===== src/rtl/ctmc_pkg.sv =====
package ctmc_pkg;

  // valid calendar span
  localparam logic [11:0] YEAR_FIRST = 12'd1601;
  localparam logic [11:0] YEAR_LAST  = 12'd2400;

  // weights
  localparam logic [18:0] DAYS_PER_YEAR = 19'd365;
  localparam logic [16:0] SECS_PER_HOUR = 17'd3600;
  localparam logic [16:0] SECS_PER_MIN  = 17'd60;
  localparam logic [16:0] DAY_SECONDS   = 17'd86400;
  localparam logic [19:0] USEC_PER_SEC  = 20'd1000000;

  localparam int DAYS_W = 19;
  localparam int TOD_W  = 17;
  localparam int SECS_W = 35;
  localparam int SLO_W  = 18;
  localparam int SHI_W  = SECS_W - SLO_W;
  localparam int STAMP_W = 55;

  typedef struct packed {
    logic [11:0] year;
    logic [3:0]  month;
    logic [4:0]  day;
    logic [4:0]  hour;
    logic [5:0]  minute;
    logic [5:0]  second;
    logic [19:0] micro;
  } date_t;

  // day count stage to seconds stage
  typedef struct packed {
    logic              vld;
    logic              bad;
    logic [DAYS_W-1:0] days;
    logic [TOD_W-1:0]  tod;
    logic [19:0]       micro;
  } day_req_t;

  // seconds stage to microsecond scaling stage
  typedef struct packed {
    logic              vld;
    logic              bad;
    logic [SECS_W-1:0] secs;
    logic [19:0]       micro;
  } sec_req_t;

  // days before the first of the month, non-leap year
  function automatic logic [8:0] month_offset(input logic [3:0] month);
    logic [8:0] off;
    case (month)
      4'd1:    off = 9'd0;
      4'd2:    off = 9'd31;
      4'd3:    off = 9'd59;
      4'd4:    off = 9'd90;
      4'd5:    off = 9'd120;
      4'd6:    off = 9'd151;
      4'd7:    off = 9'd181;
      4'd8:    off = 9'd212;
      4'd9:    off = 9'd243;
      4'd10:   off = 9'd273;
      4'd11:   off = 9'd304;
      4'd12:   off = 9'd334;
      default: off = 9'd0;
    endcase
    return off;
  endfunction

endpackage


===== src/rtl/ctmc_in_if.sv =====
interface ctmc_in_if;
  logic        valid;
  logic        ready;
  logic [11:0] year;
  logic [3:0]  month;
  logic [4:0]  day;
  logic [4:0]  hour;
  logic [5:0]  minute;
  logic [5:0]  second;
  logic [19:0] micro;

  modport source (output valid, year, month, day, hour, minute, second, micro,
                  input ready);
  modport sink (input valid, year, month, day, hour, minute, second, micro,
                output ready);
endinterface


===== src/rtl/ctmc_out_if.sv =====
interface ctmc_out_if;
  logic        valid;
  logic        ready;
  logic [54:0] stamp;
  logic        invalid;

  modport source (output valid, stamp, invalid, input ready);
  modport sink (input valid, stamp, invalid, output ready);
endinterface


===== src/rtl/ctmc_days.sv =====
module ctmc_days (
  input  logic              clk,
  input  logic              rst,
  input  logic              up_vld,
  output logic              up_rdy,
  input  ctmc_pkg::date_t   date,
  output ctmc_pkg::day_req_t dn,
  input  logic              dn_rdy
);
  import ctmc_pkg::*;

  // stage 1: range check and split of the date
  logic        s1_vld;
  logic        s1_bad;
  logic [9:0]  s1_yo;
  logic [8:0]  s1_doy;
  logic [7:0]  s1_leaps;
  logic [TOD_W-1:0] s1_tod;
  logic [19:0] s1_micro;

  logic        bad_next;
  logic [9:0]  yo_next;
  logic [8:0]  doy_next;
  logic [7:0]  leaps_next;
  logic [TOD_W-1:0] tod_next;
  logic [2:0]  cent;
  logic        leap;
  logic        rdy1;
  logic        rdy2;

  assign rdy2   = !dn.vld || dn_rdy;
  assign rdy1   = !s1_vld || rdy2;
  assign up_rdy = rdy1;

  always_comb begin
    bad_next = (date.year < YEAR_FIRST) || (date.year > YEAR_LAST) ||
               (date.month < 4'd1) || (date.month > 4'd12) || (date.day == 5'd0);
    yo_next  = 10'(date.year - YEAR_FIRST);
    // whole centuries elapsed since 1601
    cent = 3'd0;
    for (int k = 1; k < 8; k++) begin
      if (yo_next >= 10'(k * 100)) cent = 3'(k);
    end
    leaps_next = 8'(yo_next[9:2]) - 8'(cent) + 8'(yo_next >= 10'd400);
    leap = (date.year[1:0] == 2'b00) &&
           !(date.year inside {12'd1700, 12'd1800, 12'd1900, 12'd2100, 12'd2200, 12'd2300});
    doy_next = 9'(date.day - 5'd1) + month_offset(date.month) +
               9'(leap && (date.month >= 4'd3));
    tod_next = 17'(date.hour) * SECS_PER_HOUR + 17'(date.minute) * SECS_PER_MIN +
               17'(date.second);
  end

  always_ff @(posedge clk) begin
    if (rst) begin
      s1_vld <= 1'b0;
    end else if (rdy1) begin
      s1_vld   <= up_vld;
      s1_bad   <= bad_next;
      s1_yo    <= yo_next;
      s1_doy   <= doy_next;
      s1_leaps <= leaps_next;
      s1_tod   <= tod_next;
      s1_micro <= date.micro;
    end
  end

  // stage 2: day count since 1601-01-01
  always_ff @(posedge clk) begin
    if (rst) begin
      dn.vld <= 1'b0;
    end else if (rdy2) begin
      dn.vld   <= s1_vld;
      dn.bad   <= s1_bad;
      dn.days  <= 19'(s1_yo) * DAYS_PER_YEAR + 19'(s1_doy) + 19'(s1_leaps);
      dn.tod   <= s1_tod;
      dn.micro <= s1_micro;
    end
  end

endmodule


===== src/rtl/ctmc_secs.sv =====
module ctmc_secs (
  input  logic                clk,
  input  logic                rst,
  input  ctmc_pkg::day_req_t  up,
  output logic                up_rdy,
  output ctmc_pkg::sec_req_t  dn,
  input  logic                dn_rdy
);
  import ctmc_pkg::*;

  logic [DAYS_W+TOD_W-1:0] day_secs;

  assign up_rdy   = !dn.vld || dn_rdy;
  assign day_secs = 36'(up.days) * 36'(DAY_SECONDS);

  // stage 3: seconds since the epoch
  always_ff @(posedge clk) begin
    if (rst) begin
      dn.vld <= 1'b0;
    end else if (up_rdy) begin
      dn.vld   <= up.vld;
      dn.bad   <= up.bad;
      dn.secs  <= SECS_W'(day_secs) + SECS_W'(up.tod);
      dn.micro <= up.micro;
    end
  end

endmodule


===== src/rtl/ctmc_scale.sv =====
module ctmc_scale (
  input  logic                 clk,
  input  logic                 rst,
  input  ctmc_pkg::sec_req_t   up,
  output logic                 up_rdy,
  output logic                 dn_vld,
  input  logic                 dn_rdy,
  output logic [54:0]          stamp,
  output logic                 invalid
);
  import ctmc_pkg::*;

  // stage 4: two partial products of seconds times 10^6
  logic              s4_vld;
  logic              s4_bad;
  logic [SLO_W+19:0] s4_plo;
  logic [SHI_W+19:0] s4_phi;
  logic [19:0]       s4_micro;
  logic              rdy4;
  logic              rdy5;
  logic [STAMP_W-1:0] sum;

  assign rdy5   = !dn_vld || dn_rdy;
  assign rdy4   = !s4_vld || rdy5;
  assign up_rdy = rdy4;

  always_ff @(posedge clk) begin
    if (rst) begin
      s4_vld <= 1'b0;
    end else if (rdy4) begin
      s4_vld   <= up.vld;
      s4_bad   <= up.bad;
      s4_plo   <= (SLO_W+20)'(up.secs[SLO_W-1:0]) * (SLO_W+20)'(USEC_PER_SEC);
      s4_phi   <= (SHI_W+20)'(up.secs[SECS_W-1:SLO_W]) * (SHI_W+20)'(USEC_PER_SEC);
      s4_micro <= up.micro;
    end
  end

  assign sum = {s4_phi, {SLO_W{1'b0}}} + STAMP_W'(s4_plo) + STAMP_W'(s4_micro);

  // stage 5: output register
  always_ff @(posedge clk) begin
    if (rst) begin
      dn_vld <= 1'b0;
    end else if (rdy5) begin
      dn_vld  <= s4_vld;
      invalid <= s4_bad;
      stamp   <= s4_bad ? '0 : sum;
    end
  end

endmodule


===== src/rtl/calendar_to_microsecond_count_core.sv =====
// an accepted request passes all five register stages before its result is on res
// throughput: one request per cycle while res.ready is high, set by the five register
//   stages with a multiplier or adder chain in each
// reset: synchronous active-high rst empties every stage; results in flight are dropped
module calendar_to_microsecond_count_core (
  input logic        clk,
  input logic        rst,
  ctmc_in_if.sink    cal,
  ctmc_out_if.source res
);
  import ctmc_pkg::*;

  date_t    date;
  day_req_t day_req;
  sec_req_t sec_req;
  logic     days_rdy;
  logic     secs_rdy;

  // pack the request fields for the front stages
  assign date.year   = cal.year;
  assign date.month  = cal.month;
  assign date.day    = cal.day;
  assign date.hour   = cal.hour;
  assign date.minute = cal.minute;
  assign date.second = cal.second;
  assign date.micro  = cal.micro;

  // stages 1 and 2: range check, day of year, leap days, time of day
  // in seconds, then day count since the epoch
  ctmc_days u_days (
    .clk    (clk),
    .rst    (rst),
    .up_vld (cal.valid),
    .up_rdy (cal.ready),
    .date   (date),
    .dn     (day_req),
    .dn_rdy (days_rdy)
  );

  // stage 3: days times 86400 plus time of day
  ctmc_secs u_secs (
    .clk    (clk),
    .rst    (rst),
    .up     (day_req),
    .up_rdy (days_rdy),
    .dn     (sec_req),
    .dn_rdy (secs_rdy)
  );

  // stages 4 and 5: seconds times 10^6 split in two partial products,
  // then the final sum with the microseconds into the output register;
  // an out-of-range request leaves with a zero stamp and invalid set
  ctmc_scale u_scale (
    .clk     (clk),
    .rst     (rst),
    .up      (sec_req),
    .up_rdy  (secs_rdy),
    .dn_vld  (res.valid),
    .dn_rdy  (res.ready),
    .stamp   (res.stamp),
    .invalid (res.invalid)
  );

endmodule

===== src/flat_wrapper.sv =====
// flat-port wrapper written by rule: the top's interface ports become plain ports
module calendar_to_microsecond_count_core_flat import ctmc_pkg::*;
  (clk, rst, cal_valid, cal_year, cal_month, cal_day, cal_hour, cal_minute, cal_second, cal_micro, cal_ready, res_valid, res_stamp, res_invalid, res_ready);
  ctmc_in_if cal_i ();
  ctmc_out_if res_i ();
  input logic clk;
  input logic rst;
  input wire logic [$bits(cal_i.valid)-1:0] cal_valid;
  input wire logic [$bits(cal_i.year)-1:0] cal_year;
  input wire logic [$bits(cal_i.month)-1:0] cal_month;
  input wire logic [$bits(cal_i.day)-1:0] cal_day;
  input wire logic [$bits(cal_i.hour)-1:0] cal_hour;
  input wire logic [$bits(cal_i.minute)-1:0] cal_minute;
  input wire logic [$bits(cal_i.second)-1:0] cal_second;
  input wire logic [$bits(cal_i.micro)-1:0] cal_micro;
  output wire logic [$bits(cal_i.ready)-1:0] cal_ready;
  output wire logic [$bits(res_i.valid)-1:0] res_valid;
  output wire logic [$bits(res_i.stamp)-1:0] res_stamp;
  output wire logic [$bits(res_i.invalid)-1:0] res_invalid;
  input wire logic [$bits(res_i.ready)-1:0] res_ready;
  assign cal_i.valid = cal_valid;
  assign cal_i.year = cal_year;
  assign cal_i.month = cal_month;
  assign cal_i.day = cal_day;
  assign cal_i.hour = cal_hour;
  assign cal_i.minute = cal_minute;
  assign cal_i.second = cal_second;
  assign cal_i.micro = cal_micro;
  assign cal_ready = cal_i.ready;
  assign res_valid = res_i.valid;
  assign res_stamp = res_i.stamp;
  assign res_invalid = res_i.invalid;
  assign res_i.ready = res_ready;
  calendar_to_microsecond_count_core u_core (.clk(clk), .rst(rst), .cal(cal_i), .res(res_i));
endmodule

===== config.mk =====
export PLATFORM = sky130hd
export DESIGN_NAME = calendar_to_microsecond_count_core_flat
export DESIGN_NICKNAME = d
export VERILOG_FILES = /design/src/rtl/ctmc_pkg.sv /design/src/rtl/ctmc_in_if.sv /design/src/rtl/ctmc_out_if.sv /design/src/rtl/ctmc_days.sv /design/src/rtl/ctmc_secs.sv /design/src/rtl/ctmc_scale.sv /design/src/rtl/calendar_to_microsecond_count_core.sv /design/src/flat_wrapper.sv
export SDC_FILE = /design/constraint.sdc
export NUM_CORES = 1
export LEC_CHECK = 0
export BUFFER_PORTS_ARGS = -buffer_cell sky130_fd_sc_hd__buf_2
export CAP_MARGIN = 5
export CELL_PAD_IN_SITES_DETAIL_PLACEMENT = 1
export CELL_PAD_IN_SITES_GLOBAL_PLACEMENT = 2
export CORE_ASPECT_RATIO = 0.5
export CORE_MARGIN = 4
export CORE_UTILIZATION = 42
export CTS_CLUSTER_DIAMETER = 150
export CTS_CLUSTER_SIZE = 12
export DETAILED_ROUTE_END_ITERATION = 8
export PLACE_DENSITY_LB_ADDON = 0.1
export SLEW_MARGIN = 10
export SYNTH_ARGS = -nofsm -noshare
export SYNTH_HDL_FRONTEND = slang
export SYNTH_SLANG_ARGS = --single-unit

===== constraint.sdc =====
create_clock -name clk -period 8 [get_ports clk]
set_input_delay 0.4 -clock clk [delete_from_list [all_inputs] [get_ports clk]]
set_output_delay 0.4 -clock clk [all_outputs]
set_load 0.1 [all_outputs]

# --- Word level (Yosys, flattened, before mapping) ---
# Memory sizes are Yosys's and may differ from the RTL's.
# Cells that the tools add are included.
totals:
  reg_bits: 323
  latch_bits: 0
  ram_bits: 0
  romBits: 144
  input_bits: 62
  out_inout_bits: 58
  wordCells: 95
  mem_count: 1
classes:
  n_addsub: 13
  mul: 6
  n_div: 0
  n_lt_le_gt_ge: 12
  n_eq_ne: 6
  n_shift: 0
  mux: 7
  n_bitwise: 1
  n_reduce_logical: 25
memory_table:
  columns: ["memory", "words", "width", "rd", "rd_clocked_by_memory_dff", "write_ports", "line", "text"]
  rows:
  - ["(name not given)", 16, 9, 1, 0, 0, "ctmc_pkg.sv:51", "case (month)"]
op_table:
  columns: ["cell", "n"]
  rows:
  - ["adder 55 x 20 -> 55 bit", 1]
  - ["adder 55 x 38 -> 55 bit", 1]
  - ["== test 12 x 11 -> 1 bit (second input constant)", 3]
  - ["== test 12 bit (second input constant)", 3]
  - ["adder 35 x 17 -> 35 bit", 1]
  - ["multiplier 18 x 14 -> 32 bit (second input constant)", 1]
  - ["multiplier 17 x 14 -> 31 bit (second input constant)", 1]
  - ["greater-or-equal comparator 10 x 9 -> 1 bit (second input constant)", 3]
  - ["multiplier 19 x 10 -> 28 bit (second input constant)", 1]
  - ["greater-or-equal comparator 10 bit (second input constant)", 2]
  - ["adder 19 x 8 -> 19 bit", 1]
  - ["adder 19 x 9 -> 19 bit", 1]
  - ["multiplier 10 x 9 -> 19 bit (second input constant)", 1]
  - ["2-to-1 mux 3 bit", 6]
  - ["adder 17 x 12 -> 17 bit", 1]
  - ["adder 17 x 6 -> 17 bit", 1]
  - ["multiplier 5 x 8 -> 13 bit (second input constant)", 1]
  - ["greater-than comparator 12 bit (second input constant)", 1]
  - ["< comparator 12 x 11 -> 1 bit (second input constant)", 1]
  - ["greater-or-equal comparator 10 x 7 -> 1 bit (second input constant)", 1]
  - ["greater-or-equal comparator 10 x 8 -> 1 bit (second input constant)", 1]
  - ["multiplier 6 x 4 -> 10 bit (second input constant)", 1]
  - ["AND reduction 2 bit", 5]
  - ["subtractor 10 bit (second input constant)", 1]
  - ["16 further kinds", 30]

# --- Logic depth before layout (Yosys ltp) ---
logic_depth:
  ltp_word: 11
  mapped_depth: 24
  depth_no_buf: 23

# --- By module ---
# From an unflattened synthesis, not the netlist that was laid out.
unflattened:
  hier_cells: 2648
  area_unflattened_um2: 29658.4
modules_own_cells:
  columns: ["mod", "n_inst", "cells_each", "area_per_inst_um2", "seq_area_each_um2"]
  rows:
  - ["ctmc_scale", 1, 1299, 14302.5, 4244.1]
  - ["ctmc_days", 1, 777, 9365.2, 3703.6]
  - ["ctmc_secs", 1, 572, 5990.7, 1701.6]

# --- Worst setup path after synthesis ---
# No wires, ideal clock.
synth_timing:
  path_kind: "reg-to-reg"
  start: "register u_core.u_secs.dn[40] (netlist name)"
  end: "register u_core.u_scale.s4_phi[36], data pin"
  arrival_time_ns: 5.776
  t_required_ns: 7.734
  slack_ns: 1.959
  path_stages_with_launch: 25
  synth_period_minus_slack_ns: 6.041
  cell_sequence: "edfxtp_1 > fa_1 > inv_1 > fa_1 > inv_1 > fa_1 > inv_1 > fa_1 > inv_1 > ha_1 > inv_1 > fa_1 > inv_1 > ha_1 > clkbuf_1 > and3_1 > nor4b_1 > nand4_1 > a31oi_1 > o31a_1 > o211a_1 > o21a_1 > o21a_1 > o41ai_1 > xnor2_1"
synth_via:
  elab_chain_len: 1
synth_lines:
  columns: ["item", "line", "text"]
  rows:
  - ["from (decl)", "ctmc_secs.sv:6", "output ctmc_pkg::sec_req_t dn,"]
  - ["multiplier 17 x 14 -> 31 bit", "ctmc_scale.sv:34", "s4_phi <= (SHI_W+20)'(up.secs[SECS_W-1:SLO_W]) * (SHI_W+20)'(USEC_PER_SEC);"]
  - ["to (signal assigned)", "ctmc_scale.sv:34", null]
  - ["to (decl)", "ctmc_scale.sv:17", "logic [SHI_W+19:0] s4_phi;"]
# Every way passes these cells.
# A chain may end at the register's enable or synchronous reset.

# --- Final worst setup path ---
# Ends and elaborated chain as after synthesis.

==> flow_metrics.env <==
export IMPL_post_drt_wl_per_cell_um=17.8
export IMPL_maxCapViolations=0
export IMPL_synth_top_area_share_pct=33.3
export IMPL_timing_rr_start="u_core.u_secs.dn[40]"
export IMPL_wl_met2_um=29500
export IMPL_synth_edf_count=318
export IMPL_yosys_top_cells_area="edfxtp_1 33%, ha_1 22%, fa_1 16%"
export IMPL_status="finished clean"
export IMPL_async_flop_share_pct=0
export IMPL_synth_commonest_cells="503 x ha_1, 387 x inv_1, 318 x edfxtp_1"
export IMPL_whs_path_depth=2
export IMPL_placed_area_um2=30400
export IMPL_ant_nets=0
export IMPL_vias_per_cell=5.10
export IMPL_fin_tns_setup_ns=0
export IMPL_start_util_pct=42.6
export IMPL_cts_tree="done"
export IMPL_yosysMostFrequentCell="ha_1"
export IMPL_cts_buffers=30
export IMPL_drive_above_1_share_pct=7.14
export IMPL_hold_viol=0
export IMPL_setup_viol=0
export IMPL_maxSlewViolCount=0
export IMPL_min_from="cal_second[2]"
export IMPL_rows=67
export IMPL_slew_headroom_pct=40.8
export IMPL_drtPass1Iterations=4
export IMPL_drt_initial_drc_count=658
export IMPL_vias=18200
export IMPL_ctsHtreeMaxLevel=1
export IMPL_critPathCaptureType="flop"
export IMPL_fillers=7224
export IMPL_worst_slew_pin_slew_ns=0.888
export IMPL_cts_setup_buffers=0
export IMPL_met3_length_um=1870
export IMPL_fmax_ghz=0.152
export IMPL_place_gp_congestion=0.816
export IMPL_clk_pin_slew_worst_paths_ns=0.07
export IMPL_ys_flop_type="edfxtp_1"
export IMPL_rsz0062_at_grt="false"
export IMPL_fin_crit_ns=6.59
export IMPL_synthCells=2507
export IMPL_grt_max_degree=57
export IMPL_crit_type="reg2reg"
export IMPL_root_buffer="clkbuf_16"
export IMPL_pre_cts_ws_ns=1.48
export IMPL_cp_required_ns=8.36
export IMPL_synth_area_per_cell_um2=11.4
export IMPL_dp_hpwl_um=52500
export IMPL_crit_start="u_core.u_secs.dn[40]"
export IMPL_ys_seq_area_share_pct=33.6
export IMPL_startpoint_type="flop"
export IMPL_finalCritPeriodShare_pct=82.4
export IMPL_overflow=0
export IMPL_syn_num_nets=3296
export IMPL_top_layer_used="met4"
export IMPL_routed_wl_um=63700
export IMPL_crit_fanout=7
export IMPL_reg2reg_depth=23
export IMPL_syn_area_um2=28700
export IMPL_dieWidth_um=378
export IMPL_fin_area_um2=31500
export IMPL_yosysTopAreaCell="edfxtp_1"
export IMPL_finalWorstSetupSlack_ns=1.41
export IMPL_met1Wirelength_um=31300
export IMPL_numClockSinks=323
export IMPL_clock_skew_ns=0.0423
export IMPL_io_buffers=119
export IMPL_die_h_um=193
export IMPL_track_usage_pct=18.2
export IMPL_synth_distinct_cells=78
export IMPL_dieArea_um2=72800
export IMPL_ios=120
export IMPL_drc_errors=0
export IMPL_nets=3457
export IMPL_grt_first_pass_wirelength_um=106000
export IMPL_synth_warnings=0
export IMPL_coreArea_um2=67300
export IMPL_synthToLayoutAreaGrowth_pct=9.71
export IMPL_grt_pass1_vias=19900
export IMPL_cts_path_max_buffers=3
export IMPL_hold_path_class="in2reg"
export IMPL_clock_latency_ns=0.62
export IMPL_synth_seq_cells=323
export IMPL_antenna_found_initial=3
export IMPL_cp_arrival_ns=6.95
## logic make-up (layout without fill, tap and decap cells)
| group | count (synthesis) | in the layout | synth area share [%] |
|---|---|---|---|
| other cells | 0 | 2 | 0 |
| buf+inv | 408 | 577 | 5.36 |
| mux | 4 | 4 | 0.144 |
| xor+xnor | 204 | 204 | 6.22 |
| fa+ha+maj | 727 | 727 | 37.6 |
| flops | 323 | 323 | 33.6 |
| simple gates | 412 | 412 | 7.18 |
| compound gates | 429 | 429 | 9.93 |
## registers in the layout (all words and copies together) (netlist names)
signal / cells
u_core.u_days.dn: 58
u_core.u_secs.dn: 57
u_core.u_scale.stamp: 55
u_core.u_scale.s4_plo: 32
u_core.u_scale.s4_phi: 31
u_core.u_days.s1_micro: 20
u_core.u_scale.s4_micro: 20
u_core.u_days.s1_tod: 17
u_core.u_days.s1_yo: 10
u_core.u_days.s1_doy: 9
u_core.u_days.s1_leaps: 8
u_core.u_days.s1_bad: 1
u_core.u_days.s1_vld: 1
u_core.u_scale.dn_vld: 1
u_core.u_scale.invalid: 1
u_core.u_scale.s4_bad: 1
u_core.u_scale.s4_vld: 1
## area by class of cell
| class | count | area, um^2 | share of cell area, % |
|---|---|---|---|
| tap | 897 | 1120 | 3.56 |
| timing repair buffer | 150 | 886 | 2.81 |
| clock buffer | 39 | 785 | 2.49 |
| multi-input combinational | 1776 | 17600 | 55.8 |
| inverter | 387 | 1450 | 4.61 |
| clock inverter | 1 | 30.0 | 0.0954 |
| antenna | 2 | 5.00 | 0.0159 |
| sequential | 323 | 9650 | 30.6 |
## metrics by stage
step / cells / hold WS, ns / utilization [%]
3_5_place_dp: 3510 / 0.405 / 45.2
3_3_place_gp: 3510 / 0.401 / 45.2
4_1_cts: 3573 / 0.0916 / 46.8
5_1_grt: 3574 / 0.0944 / 46.8
6_report: 3575 / 0.134 / 46.8
2_1_floorplan: 2507 / 0.400 / -
## final timing paths
| path | endpoint | slack (ns) |
|---|---|---|
| setup / recovery | u_core.u_scale.s4_phi[36] | 1.41 |
| hold / removal | u_core.u_days.s1_tod[2] | 0.13 |
| setup reg to reg | u_core.u_scale.s4_phi[36] | 1.41 |
| hold reg to reg | u_core.u_days.dn[56] | 0.41 |
## placed cells by master, fill, tap and decap left out, types with 8 or more instances in the layout
| cell | Yosys | final |
|---|---|---|
| ha_1 | 503 | 503 |
| inv_1 | 387 | 387 |
| edfxtp_1 | 318 | 318 |
| fa_1 | 224 | 224 |
| xnor2_1 | 147 | 147 |
| a21oi_1 | 132 | 130 |
| nor2_1 | 133 | 130 |
| buf_2 | 0 | 119 |
| nand2_1 | 70 | 70 |
| a21o_1 | 69 | 69 |
| o21ai_0 | 63 | 63 |
| xor2_1 | 57 | 57 |
| nand3_1 | 37 | 37 |
| nor3_1 | 32 | 32 |
| nor2b_1 | 32 | 32 |
| o21bai_1 | 30 | 30 |
| clkbuf_16 | 0 | 30 |
| dlygate4sd3_1 | 0 | 23 |
| and3_1 | 22 | 22 |
| o21a_1 | 19 | 19 |
| a31oi_1 | 16 | 16 |
| nand2b_1 | 13 | 13 |
| and2_1 | 13 | 13 |
| a211oi_1 | 12 | 12 |
| o211ai_1 | 12 | 12 |
| nand4_1 | 11 | 11 |
| or3_1 | 10 | 10 |
| o31ai_1 | 9 | 9 |
| clkbuf_1 | 18 | 9 |
| buf_4 | 0 | 8 |
## routing by layer
| layer | vias up | track usage [%] |
|---|---|---|
| li1 | 9044 | - |
| met2 | 175 | 31.0 |
| met3 | 54 | 2.40 |
| met1 | 8954 | 25.3 |
| met4 | 0 | 2.84 |
| met5 | - | 0 |
## what timing repair did
item / 4_1_cts / 5_1_grt
hold buffers: 23 / 0
resized for setup: 0 / 0
endpoints found under the hold margin: 23 / 0
## worst max-delay path, cell delays in order, from the launching register on
cell,delay [ns]
edfxtp_1,0.53
fa_1,0.58
inv_1,0.05
fa_1,0.53
inv_1,0.05
fa_1,0.54
inv_1,0.05
fa_1,0.49
inv_1,0.04
ha_1,0.27
inv_1,0.05
fa_1,0.49
inv_1,0.04
ha_1,0.39
and3_1,0.22
nor4b_1,0.56
nand4_1,0.26
a31oi_1,0.30
o31a_1,0.21
o211a_1,0.20
o21a_1,0.13
o21a_1,0.14
o41ai_1,0.08
xnor2_1,0.13
Power is left out: the tool's default activity adds up to more than one toggle a clock period on the data nets, which glitch-free logic cannot reach.
